`src/hdl/taie_pkg.sv`:
```
// Shared types and constants for the three-address IR executor.
`default_nettype none
package taie_pkg;

    localparam logic [4:0] MODE_ST_VAR = 5'd0;
    localparam logic [4:0] MODE_LD_VAR = 5'd1;
    localparam logic [4:0] MODE_LD_IMM = 5'd2;
    localparam logic [4:0] MODE_LABEL  = 5'd3;
    localparam logic [4:0] MODE_GOTO   = 5'd4;
    localparam logic [4:0] MODE_IFGOTO = 5'd5;
    localparam logic [4:0] MODE_IFNOT  = 5'd6;
    localparam logic [4:0] MODE_ADD    = 5'd7;
    localparam logic [4:0] MODE_SUB    = 5'd8;
    localparam logic [4:0] MODE_MUL    = 5'd9;
    localparam logic [4:0] MODE_DIV    = 5'd10;
    localparam logic [4:0] MODE_REM    = 5'd11;
    localparam logic [4:0] MODE_LT     = 5'd12;
    localparam logic [4:0] MODE_GT     = 5'd13;
    localparam logic [4:0] MODE_EQ     = 5'd14;
    localparam logic [4:0] MODE_NE     = 5'd15;
    localparam logic [4:0] MODE_LE     = 5'd16;
    localparam logic [4:0] MODE_GE     = 5'd17;

    localparam int IdxW = 6;
    localparam int IdxN = 64;

    typedef enum logic [2:0] {
        S_CLEAR,
        S_IDLE,
        S_READ,
        S_EXEC,
        S_DIV,
        S_FIX,
        S_DONE
    } t_state;

    typedef struct packed {
        logic clear;
        logic load;
        logic read;
        logic exec;
        logic div_start;
        logic div_step;
        logic div_fix;
        logic finish;
    } t_cmd;

    typedef struct packed {
        logic clear_last;
        logic div_go;
        logic div_last;
        logic out_free;
    } t_sts;

endpackage
`default_nettype wire

```
`src/hdl/taie_ctrl.sv`:
```
// Controller state machine sequencing one request at a time.
`default_nettype none
module taie_ctrl (
    input  wire logic          i_clk,
    input  wire logic          i_rst_n,
    input  wire logic          i_in_valid,
    output logic               o_in_stall,
    input  wire taie_pkg::t_sts i_sts,
    output taie_pkg::t_cmd     o_cmd
);
    import taie_pkg::*;

    t_state r_state;
    t_state n_state;

    always_ff @(posedge i_clk) begin
        if (!i_rst_n) begin
            r_state <= S_CLEAR;
        end else begin
            r_state <= n_state;
        end
    end

    always_comb begin
        n_state    = r_state;
        o_cmd      = '0;
        o_in_stall = 1'b1;
        unique case (r_state)
            S_CLEAR: begin
                o_cmd.clear = 1'b1;
                if (i_sts.clear_last) begin
                    n_state = S_IDLE;
                end
            end
            S_IDLE: begin
                o_in_stall = 1'b0;
                if (i_in_valid) begin
                    o_cmd.load = 1'b1;
                    n_state    = S_READ;
                end
            end
            S_READ: begin
                o_cmd.read = 1'b1;
                n_state    = S_EXEC;
            end
            S_EXEC: begin
                if (i_sts.div_go) begin
                    o_cmd.div_start = 1'b1;
                    n_state         = S_DIV;
                end else begin
                    o_cmd.exec = 1'b1;
                    n_state    = S_DONE;
                end
            end
            S_DIV: begin
                o_cmd.div_step = 1'b1;
                if (i_sts.div_last) begin
                    n_state = S_FIX;
                end
            end
            S_FIX: begin
                o_cmd.div_fix = 1'b1;
                n_state       = S_DONE;
            end
            S_DONE: begin
                if (i_sts.out_free) begin
                    o_cmd.finish = 1'b1;
                    n_state      = S_IDLE;
                end
            end
            default: n_state = S_CLEAR;
        endcase
    end

endmodule
`default_nettype wire

```
`config.mk`:
```
export PLATFORM = sky130hd
export DESIGN_NAME = taie_ctrl
export DESIGN_NICKNAME = d
export VERILOG_FILES = /design/src/hdl/taie_pkg.sv /design/src/hdl/taie_ctrl.sv
export SDC_FILE = /design/constraint.sdc
export NUM_CORES = 1
export LEC_CHECK = 0
export BUFFER_PORTS_ARGS = -buffer_cell sky130_fd_sc_hd__buf_4
export CORE_AREA = 3 3 40 42
export CTS_CLUSTER_DIAMETER = 50
export DETAILED_ROUTE_END_ITERATION = 6
export DIE_AREA = 0 0 43 45
export PLACE_DENSITY_LB_ADDON = 0.15
export SLEW_MARGIN = 20
export SYNTH_ARGS = -nofsm -noshare
export SYNTH_HDL_FRONTEND = slang
export SYNTH_SLANG_ARGS = --single-unit
```
`constraint.sdc`:
```
create_clock -name i_clk -period 1.7 [get_ports i_clk]
set_input_delay 0.085 -clock i_clk [delete_from_list [all_inputs] [get_ports i_clk]]
set_output_delay 0.085 -clock i_clk [all_outputs]
set_load 0.05 [all_outputs]
```
Word level (Yosys, flattened, before mapping)
Index checks and enable logic that the tools add are counted.

Flip-flop bits (word level): 3. Bits of input ports: 7. Output and inout bits: 9. Word-level logic and storage cells: 31.

Equality and inequality tests: 10. Mux-type cells: 18. Reductions and logical operators: 2.

Operators with widths (count): $pmux 3 s7 (1); $mux 3 (4); $mux 1 (11); $eq 3x3->1 const B (3); $ne 2x2->1 const B (4); $eq 3x2->1 const B (2); $mux 2 (2); $reduce_and 4->1 (1); $eq 3x1->1 const B (1); $logic_not 3->1 (1).

Longest topological paths before layout
Gate-level depths: netlist (run 1).

Depth in word-level cells: 3. Depth in mapped cells: 4. Gate-level depth less buffers: 3.

Worst setup path before layout (run 1)
No wires, ideal clock.

Path kind: flip-flop to output port. Start: register r_state[1]. End: output port o_cmd[3] (netlist name). Data arrival time: 1735 ps. Data required time: 1615 ps. Path slack: -120 ps. Cell stages (with the launch flop): 4. Buffers on the path: 1. Cells stage by stage: dfxtp_1 buf_6 nand2_1 nor3b_1.

RTL lines: from (decl) (RTL line taie_ctrl.sv:13) `t_state r_state;`; from (signal assigned) (RTL line taie_ctrl.sv:20) `r_state <= n_state;`; to (decl) (RTL line taie_ctrl.sv:9) `output taie_pkg::t_cmd o_cmd`.

==> results of run 1 <==
kinds of logic after synthesis:
family / count (synthesis) / synth area share, %
AO/OA/AOI/OAI: 7 / 18.5
multiplexers: 1 / 3.90
AND/OR/NAND/NOR: 17 / 40.5
buffers and inverters: 5 / 13.7
flip-flops: 3 / 23.4
layout make-up:
type | instances | area [sq um] | share of cell area (%)
flip-flops and latches | 3 | 60.1 | 15.0
multi-input cells | 25 | 176 | 43.9
clock buffers | 4 | 26.3 | 6.54
inverters | 2 | 7.51 | 1.87
repair buffers | 15 | 113 | 28.0
well taps | 15 | 18.8 | 4.67
layer usage:
layer / GRT usage (%) / routed length [um] / up-vias
met4: 9.04 / 0 / 0
met3: 2.39 / 73 / 0
li1: - / - / 147
met1: 8.87 / 300 / 120
met2: 9.28 / 297 / 12
met5: 0 / 0 / -
where the power goes:
group | total, mW | switching [mW] | internal [mW]
clock network | 0.122 | 0.0344 | 0.0878
logic | 0.154 | 0.0939 | 0.0598
registers | 0.105 | 0.0255 | 0.0791
total | 0.381 | 0.154 | 0.227
stage by stage:
stage | util, % | worst slack, ps | instance area, sq um | power [mW]
detailed placement | 29.2 | 398 | 375 | 0.260
global placement | 29.2 | 421 | 375 | 0.260
CTS | 31.3 | 147 | 402 | 0.391
floorplan | - | 25.4 | 272 | 0.225
finish | 31.3 | 157 | 402 | 0.381
global route | 31.3 | 77.3 | 402 | 0.404
worst reg2reg max path: stages, from the launching register on:
cell	delay, ps
dfxtp_1	560
and3b_2	270
o31a_1	280
cell usage in the layout, fill, tap and decap left out, types with 2 or more instances in the layout:
cell / synthesis / routed
clkbuf_4: 0 / 3
nor3b_2: 0 / 2
nor3_1: 3 / 2
buf_4: 0 / 15
dfxtp_1: 3 / 3
inv_1: 2 / 2
nor2_1: 4 / 4
a21oi_1: 2 / 2
nand2_1: 2 / 2
final timing paths:
kind / end / slack (ps) / cells after the start
worst max-delay path: o_cmd[6] / 160 / 3
worst min-delay path: r_state[0] / 80 / 2
worst max register to register: r_state[1] / 470 / 2
worst min register to register: r_state[1] / 750 / 2
==> results.sh, run 1 <==
export IMPL_outcome="finished, final reports clean"
export IMPL_critical_path_top_delay_family="flip-flops"
export IMPL_numCtsBuffers=3
export IMPL_grt_antenna_before_repair=0
export IMPL_path_buf_inv=1
export IMPL_synth_most_common_cell="nor2_1"
export IMPL_crit_path_max_fanout=12
export IMPL_crit_arrival_ps=1460
export IMPL_rows=13
export IMPL_relSlewSlack_pct=70.7
export IMPL_wl_per_cell_um=10.5
export IMPL_cts_num_sinks=3
export IMPL_setup_violations=0
export IMPL_leakagePower_nw=0.186
export IMPL_drive_above_1_share_pct=49.0
export IMPL_synthFlopType="dfxtp_1"
export IMPL_cap_violations=0
export IMPL_drc=0
export IMPL_crit_path_max_incr_delay_ps=520
export IMPL_first_iter_violations=2
export IMPL_end_kind="primary output"
export IMPL_hpwl_um=502
export IMPL_io_pins=16
export IMPL_hold_viol_final=0
export IMPL_required_ps=1620
export IMPL_coreArea_sq_mm=0.00128
export IMPL_holdWs_ps=84.0
export IMPL_wirelength_um=671
export IMPL_antenna_cells=0
export IMPL_largest_reg_flops=3
export IMPL_grt_max_degree=15
export IMPL_top_regs="r_state (3)"
export IMPL_power_density_mw_per_mm2=947
export IMPL_cpMaxStageDelayCell="dfxtp_1"
export IMPL_synth_fp_nets=40
export IMPL_crit_path_cell_trace="or3b_4 -> nor2_2 -> buf_4"
export IMPL_timing_fmax_ghz=0.648
export IMPL_start_util_pct=20.0
export IMPL_finalNonFillerCells=64
export IMPL_num_vias=279
export IMPL_worst_pin_slew_ps=439
export IMPL_layout_nets=57
export IMPL_grt_pass1_wl_mm=1.01
export IMPL_yosys_warnings=0
export IMPL_ys_seq_area_share_pct=23.4
export IMPL_min_path_type="in -> reg"
export IMPL_fin_crit_ps=1540
export IMPL_ys_ff_latch=3
export IMPL_rsz0062_at_grt="false"
export IMPL_die_x_um=43
export IMPL_grt_pass1_vias=249
export IMPL_yosys_top_cells_area="dfxtp_1, buf_6, nor3_1"
export IMPL_async_reset_ff_share_pct=0
export IMPL_postCtsHoldBufs=0
export IMPL_cts_setup_buffers=0
export IMPL_peakVddDrop_v=0.000348
export IMPL_synth_top_area_cell="dfxtp_1"
export IMPL_synth_edff_count=0
export IMPL_worstSetupStartpoint="r_state[0]"
export IMPL_cts_buffer_depth=2
export IMPL_n_fill_cell=150
export IMPL_cts_resized=0
export IMPL_routed_via_density=4.36
export IMPL_die_area_sq_mm=0.00194
export IMPL_port_buffers=15
export IMPL_yosys_cell_types_count=21
export IMPL_setup_tns_ps=0
export IMPL_avgSynthCellArea_sq_um=7.77
export IMPL_regMostFlops="r_state"
export IMPL_firstDrtPassIters=2
export IMPL_syn_area_sq_um=256
export IMPL_grt_usage_pct=7.40
export IMPL_clock_latency_ps=230
export IMPL_crit_type="reg -> out"
export IMPL_cts_tree="yes"
export IMPL_skew_ps=0.610
export IMPL_hp_start="i_rst_n"
export IMPL_synthCells=33
export IMPL_clk_pin_slew_ps=30
export IMPL_grt_ovfl_total=0
export IMPL_cts_max_level=1
export IMPL_syn_to_final_growth_pct=56.6
export IMPL_root_buffer="clkbuf_4"
export IMPL_rr_startpoint="r_state[1]"
export IMPL_maxSlewViolCount=0
export IMPL_yosysTopAreaCellShare_pct=23.4
export IMPL_die_h_um=45
export IMPL_place_gp_congestion=0.680
export IMPL_ys_top_cells_by_count="nor2_1, dfxtp_1, nor3_1"
export IMPL_start_kind="flop"
export IMPL_period_share_pct=90.8
export IMPL_ant_nets=0
export IMPL_placed_cells=60
(Power assumes the default switching activity.)
==> inputs of run 2 (changes only) <==
CTS_BUF_LIST = sky130_fd_sc_hd__clkbuf_2 sky130_fd_sc_hd__clkbuf_4 sky130_fd_sc_hd__clkbuf_8   (was default)
REMOVE_ABC_BUFFERS = 1   (was default)
==> results.sh, run 2 (synthesis gave the netlist of run 1 again) <==
export IMPL_top_regs="r_state (3)"
export IMPL_clock_latency_ps=230
export IMPL_pwr_share_comb_pct=38.3
export IMPL_final_cell_mix="buf_4, nor2_1, clkbuf_4, nor3_1, dfxtp_1"
export IMPL_top_usage_layer="met2"
export IMPL_finalNonFillerCells=64
export IMPL_outcome="finished, final reports clean"
export IMPL_relSlewSlack_pct=71.9
export IMPL_regMostFlops="r_state"
export IMPL_use_met1_pct=8.13
export IMPL_place_area_sq_um=360
export IMPL_die_x_um=43
export IMPL_worst_pin_slew_ps=421
export IMPL_crit_arrival_ps=1440
export IMPL_io_pins=16
export IMPL_hpwl_um=483
export IMPL_layout_nets=57
export IMPL_start_util_pct=20.0
export IMPL_die_area_sq_mm=0.00194
export IMPL_p_sw_mw=0.151
export IMPL_power_density_mw_per_mm2=1010
export IMPL_wirelength_um=640
export IMPL_antenna_cells=0
export IMPL_peakVddDrop_v=0.000350
export IMPL_postCtsHoldBufs=0
export IMPL_critical_path_top_delay_family="flip-flops"
export IMPL_postLayoutCellArea_sq_um=390
export IMPL_switching_share_pct=38.5
export IMPL_grt_max_degree=15
export IMPL_routed_via_density=4.25
export IMPL_numCtsBuffers=3
export IMPL_drive_above_1_share_pct=44.9
export IMPL_port_buffers=15
export IMPL_grt_pass1_vias=279
export IMPL_cts_resized=0
export IMPL_clk_pin_slew_ps=40
export IMPL_power_mw=0.393
export IMPL_start_kind="flop"
export IMPL_clock_power_share_pct=35.2
export IMPL_grt_pass1_wl_mm=1.09
export IMPL_placed_cells=60
export IMPL_coreArea_sq_mm=0.00128
export IMPL_cts_max_level=1
export IMPL_required_ps=1620
export IMPL_fin_util_pct=30.4
export IMPL_firstDrtPassIters=1
export IMPL_first_iter_violations=0
export IMPL_end_kind="primary output"
export IMPL_setup_violations=0
export IMPL_path_buf_inv=1
export IMPL_root_buffer="clkbuf_4"
export IMPL_fin_crit_ps=1520
export IMPL_crit_path_cell_trace="or3b_4 -> nor2_2 -> buf_4"
export IMPL_use_met3_pct=1.59
export IMPL_layout_commonest_cell="buf_4"
export IMPL_cts_tree="yes"
export IMPL_internal_power_mw=0.242
export IMPL_seqPwrFrac_pct=26.5
export IMPL_rsz0062_at_grt="false"
export IMPL_crit_path_max_incr_delay_ps=510
export IMPL_cts_num_sinks=3
export IMPL_place_gp_congestion=0.646
export IMPL_skew_ps=0.606
export IMPL_grt_antenna_before_repair=0
export IMPL_die_h_um=45
export IMPL_setup_ws_ps=176
export IMPL_crit_type="reg -> out"
export IMPL_cts_setup_buffers=0
export IMPL_hold_viol_final=0
export IMPL_ant_nets=0
export IMPL_cpMaxStageDelayCell="dfxtp_1"
export IMPL_timing_fmax_ghz=0.656
export IMPL_num_vias=272
export IMPL_setup_tns_ps=0
export IMPL_maxSlewViolCount=0
export IMPL_holdWs_ps=79.9
export IMPL_leakagePower_nw=0.182
export IMPL_pre_cts_slack_ps=404
export IMPL_syn_to_final_growth_pct=52.2
export IMPL_cap_violations=0
export IMPL_grt_ovfl_total=0
export IMPL_grt_usage_pct=7.81
export IMPL_period_share_pct=89.6
export IMPL_min_path_type="in -> reg"
export IMPL_crit_path_max_fanout=12
export IMPL_largest_reg_flops=3
export IMPL_rows=13
export IMPL_drc=0
export IMPL_wl_per_cell_um=10.0
export IMPL_cts_buffer_depth=2
export IMPL_use_met2_pct=12.3
-- run 2: layout make-up --
| type | count | area (sq um) |
|---|---|---|
| fill | 151 | 895 |
| inverter | 2 | 7.51 |
| multi-input combinational | 25 | 161 |
| sequential | 3 | 60.1 |
| clock buffer | 4 | 30.0 |
| tap | 15 | 18.8 |
| timing repair buffer | 15 | 113 |
-- run 2: power groups by stage --
stage,Combinational [mW],Clock [mW],Sequential (mW)
6_report,0.151,0.138,0.104
4_1_cts,0.153,0.147,0.104
2_1_floorplan,0.108,0,0.0987
5_1_grt,0.161,0.156,0.108
3_5_place_dp,0.152,0,0.106
3_3_place_gp,0.153,0,0.106
-- run 2: per-layer routing --
layer,vias to the layer above,share of wire (%)
li1,148,-
met1,117,41
met2,7,51
met3,0,7.8
met4,0,0
met5,-,0
-- run 2: worst paths after layout --
path,end,cells after the start,slack [ps],startpoint
worst max register to register,r_state[1],2,470,r_state[1]
worst min register to register,r_state[1],2,730,r_state[0]
worst max-delay path,o_cmd[6],3,180,r_state[0]
worst min-delay path,r_state[0],2,80,i_rst_n
==> inputs of run 3 (changes only) <==
BUFFER_PORTS_ARGS = -buffer_cell sky130_fd_sc_hd__buf_2   (was -buffer_cell sky130_fd_sc_hd__buf_4)
==> results.sh, run 3 (synthesis gave the netlist of run 1 again) <==
export IMPL_leakagePower_nw=0.175
export IMPL_postLayoutCellArea_sq_um=353
export IMPL_layout_commonest_cell="buf_2"
export IMPL_num_vias=281
export IMPL_largest_reg_flops=3
export IMPL_cts_buffer_depth=2
export IMPL_rsz0062_at_grt="false"
export IMPL_start_kind="flop"
export IMPL_hp_start="i_rst_n"
export IMPL_layout_nets=57
export IMPL_required_ps=1620
export IMPL_cap_violations=0
export IMPL_regMostFlops="r_state"
export IMPL_hold_viol_final=0
export IMPL_crit_path_max_fanout=12
export IMPL_crit_path_cell_trace="or3b_4 -> nor2_2 -> buf_2"
export IMPL_grt_usage_pct=7.57
export IMPL_grt_max_degree=15
export IMPL_crit_arrival_ps=1500
export IMPL_numCtsBuffers=3
export IMPL_start_util_pct=20.0
export IMPL_r2r_slack_ps=450
export IMPL_die_area_sq_mm=0.00194
export IMPL_wirelength_um=626
export IMPL_period_share_pct=93.2
export IMPL_grt_pass1_wl_mm=1.03
export IMPL_holdWs_ps=93.6
export IMPL_coreArea_sq_mm=0.00128
export IMPL_drc=0
export IMPL_power_density_mw_per_mm2=1080
export IMPL_wl_per_cell_um=9.78
export IMPL_first_iter_violations=3
export IMPL_relSlewSlack_pct=70.7
export IMPL_rr_endpoint="r_state[1]"
export IMPL_die_x_um=43
export IMPL_io_pins=16
export IMPL_place_gp_congestion=0.613
export IMPL_cts_resized=0
export IMPL_port_buffers=15
export IMPL_ant_nets=0
export IMPL_worst_pin_slew_ps=438
export IMPL_final_cell_mix="buf_2, nor2_1, clkbuf_4, nor3_1, dfxtp_1"
export IMPL_pre_cts_slack_ps=356
export IMPL_cpMaxStageDelayCell="dfxtp_1"
export IMPL_worstSetupStartpoint="r_state[0]"
export IMPL_n_fill_cell=158
export IMPL_timing_fmax_ghz=0.631
export IMPL_place_area_sq_um=323
export IMPL_crit_type="reg -> out"
export IMPL_cts_max_level=1
export IMPL_grt_antenna_before_repair=0
export IMPL_setup_violations=0
export IMPL_syn_to_final_growth_pct=37.6
export IMPL_rows=13
export IMPL_routed_via_density=4.39
export IMPL_outcome="finished, final reports clean"
export IMPL_root_buffer="clkbuf_4"
export IMPL_die_h_um=45
export IMPL_rr_startpoint="r_state[1]"
export IMPL_antenna_cells=0
export IMPL_worst_r2r_cell_count=2
export IMPL_setup_ws_ps=116
export IMPL_fin_crit_ps=1580
export IMPL_worstSetupEndpoint="o_cmd[6]"
export IMPL_crit_path_max_incr_delay_ps=510
export IMPL_grt_ovfl_total=0
export IMPL_cts_num_sinks=3
export IMPL_grt_pass1_vias=247
export IMPL_min_path_type="in -> reg"
export IMPL_end_kind="primary output"
export IMPL_clk_pin_slew_ps=30
export IMPL_cts_setup_buffers=0
export IMPL_clock_latency_ps=230
export IMPL_cts_tree="yes"
export IMPL_drive_above_1_share_pct=44.9
export IMPL_maxSlewViolCount=0
export IMPL_firstDrtPassIters=2
export IMPL_skew_ps=0.429
export IMPL_peakVddDrop_v=0.000375
export IMPL_postCtsHoldBufs=0
export IMPL_top_regs="r_state (3)"
run 3: cell count changes in the layout (fill, tap and decap cells not counted):
cell	previous run	this run
buf_2	0	15
buf_4	15	0
run 3: cell type report:
type,instances,area (sq um),share of cell area [%]
Timing Repair Buffer,15,75.1,21.3
Clock buffer,4,30.0,8.51
Tap cell,15,18.8,5.32
Multi-Input combinational cell,25,161,45.7
Inverter,2,7.51,2.13
Sequential cell,3,60.1,17.0
run 3: power by group:
group / switching (mW) / internal (mW) / total (mW)
registers: 0.0257 / 0.0791 / 0.105
clock network: 0.0348 / 0.104 / 0.139
logic: 0.0913 / 0.0448 / 0.136
run 3: through the flow:
step | total power [mW] | util (%) | cells | TNS, ps
after global placement | 0.243 | 25.1 | 60 | 0
after detailed placement | 0.243 | 25.1 | 60 | 0
after CTS | 0.391 | 27.5 | 64 | 0
final | 0.379 | 27.5 | 64 | 0
after global routing | 0.406 | 27.5 | 64 | 0
after floorplan | 0.207 | - | 30 | -297
run 3: per-layer routing:
layer | vias to the layer above | routed length [um] | GRT usage, %
li1 | 147 | - | -
met1 | 123 | 274 | 8.17
met2 | 9 | 295 | 10.8
met3 | 2 | 41 | 1.20
met4 | 0 | 14 | 10.8
met5 | - | 0 | 0
run 3: worst min-delay path by stage:
stage,to,slack (ps),depth (start not counted)
after floorplan,r_state[0],200,1
after global placement,r_state[0],330,2
after detailed placement,r_state[0],340,2
after CTS,r_state[0],90,2
after global routing,r_state[0],110,2
final,r_state[0],90,2
run 3: critical path, delay by kind of cell (launching register included):
kind	cells	cell delay, ps
flops	1	510
simple gates	2	500
buf+inv	1	260
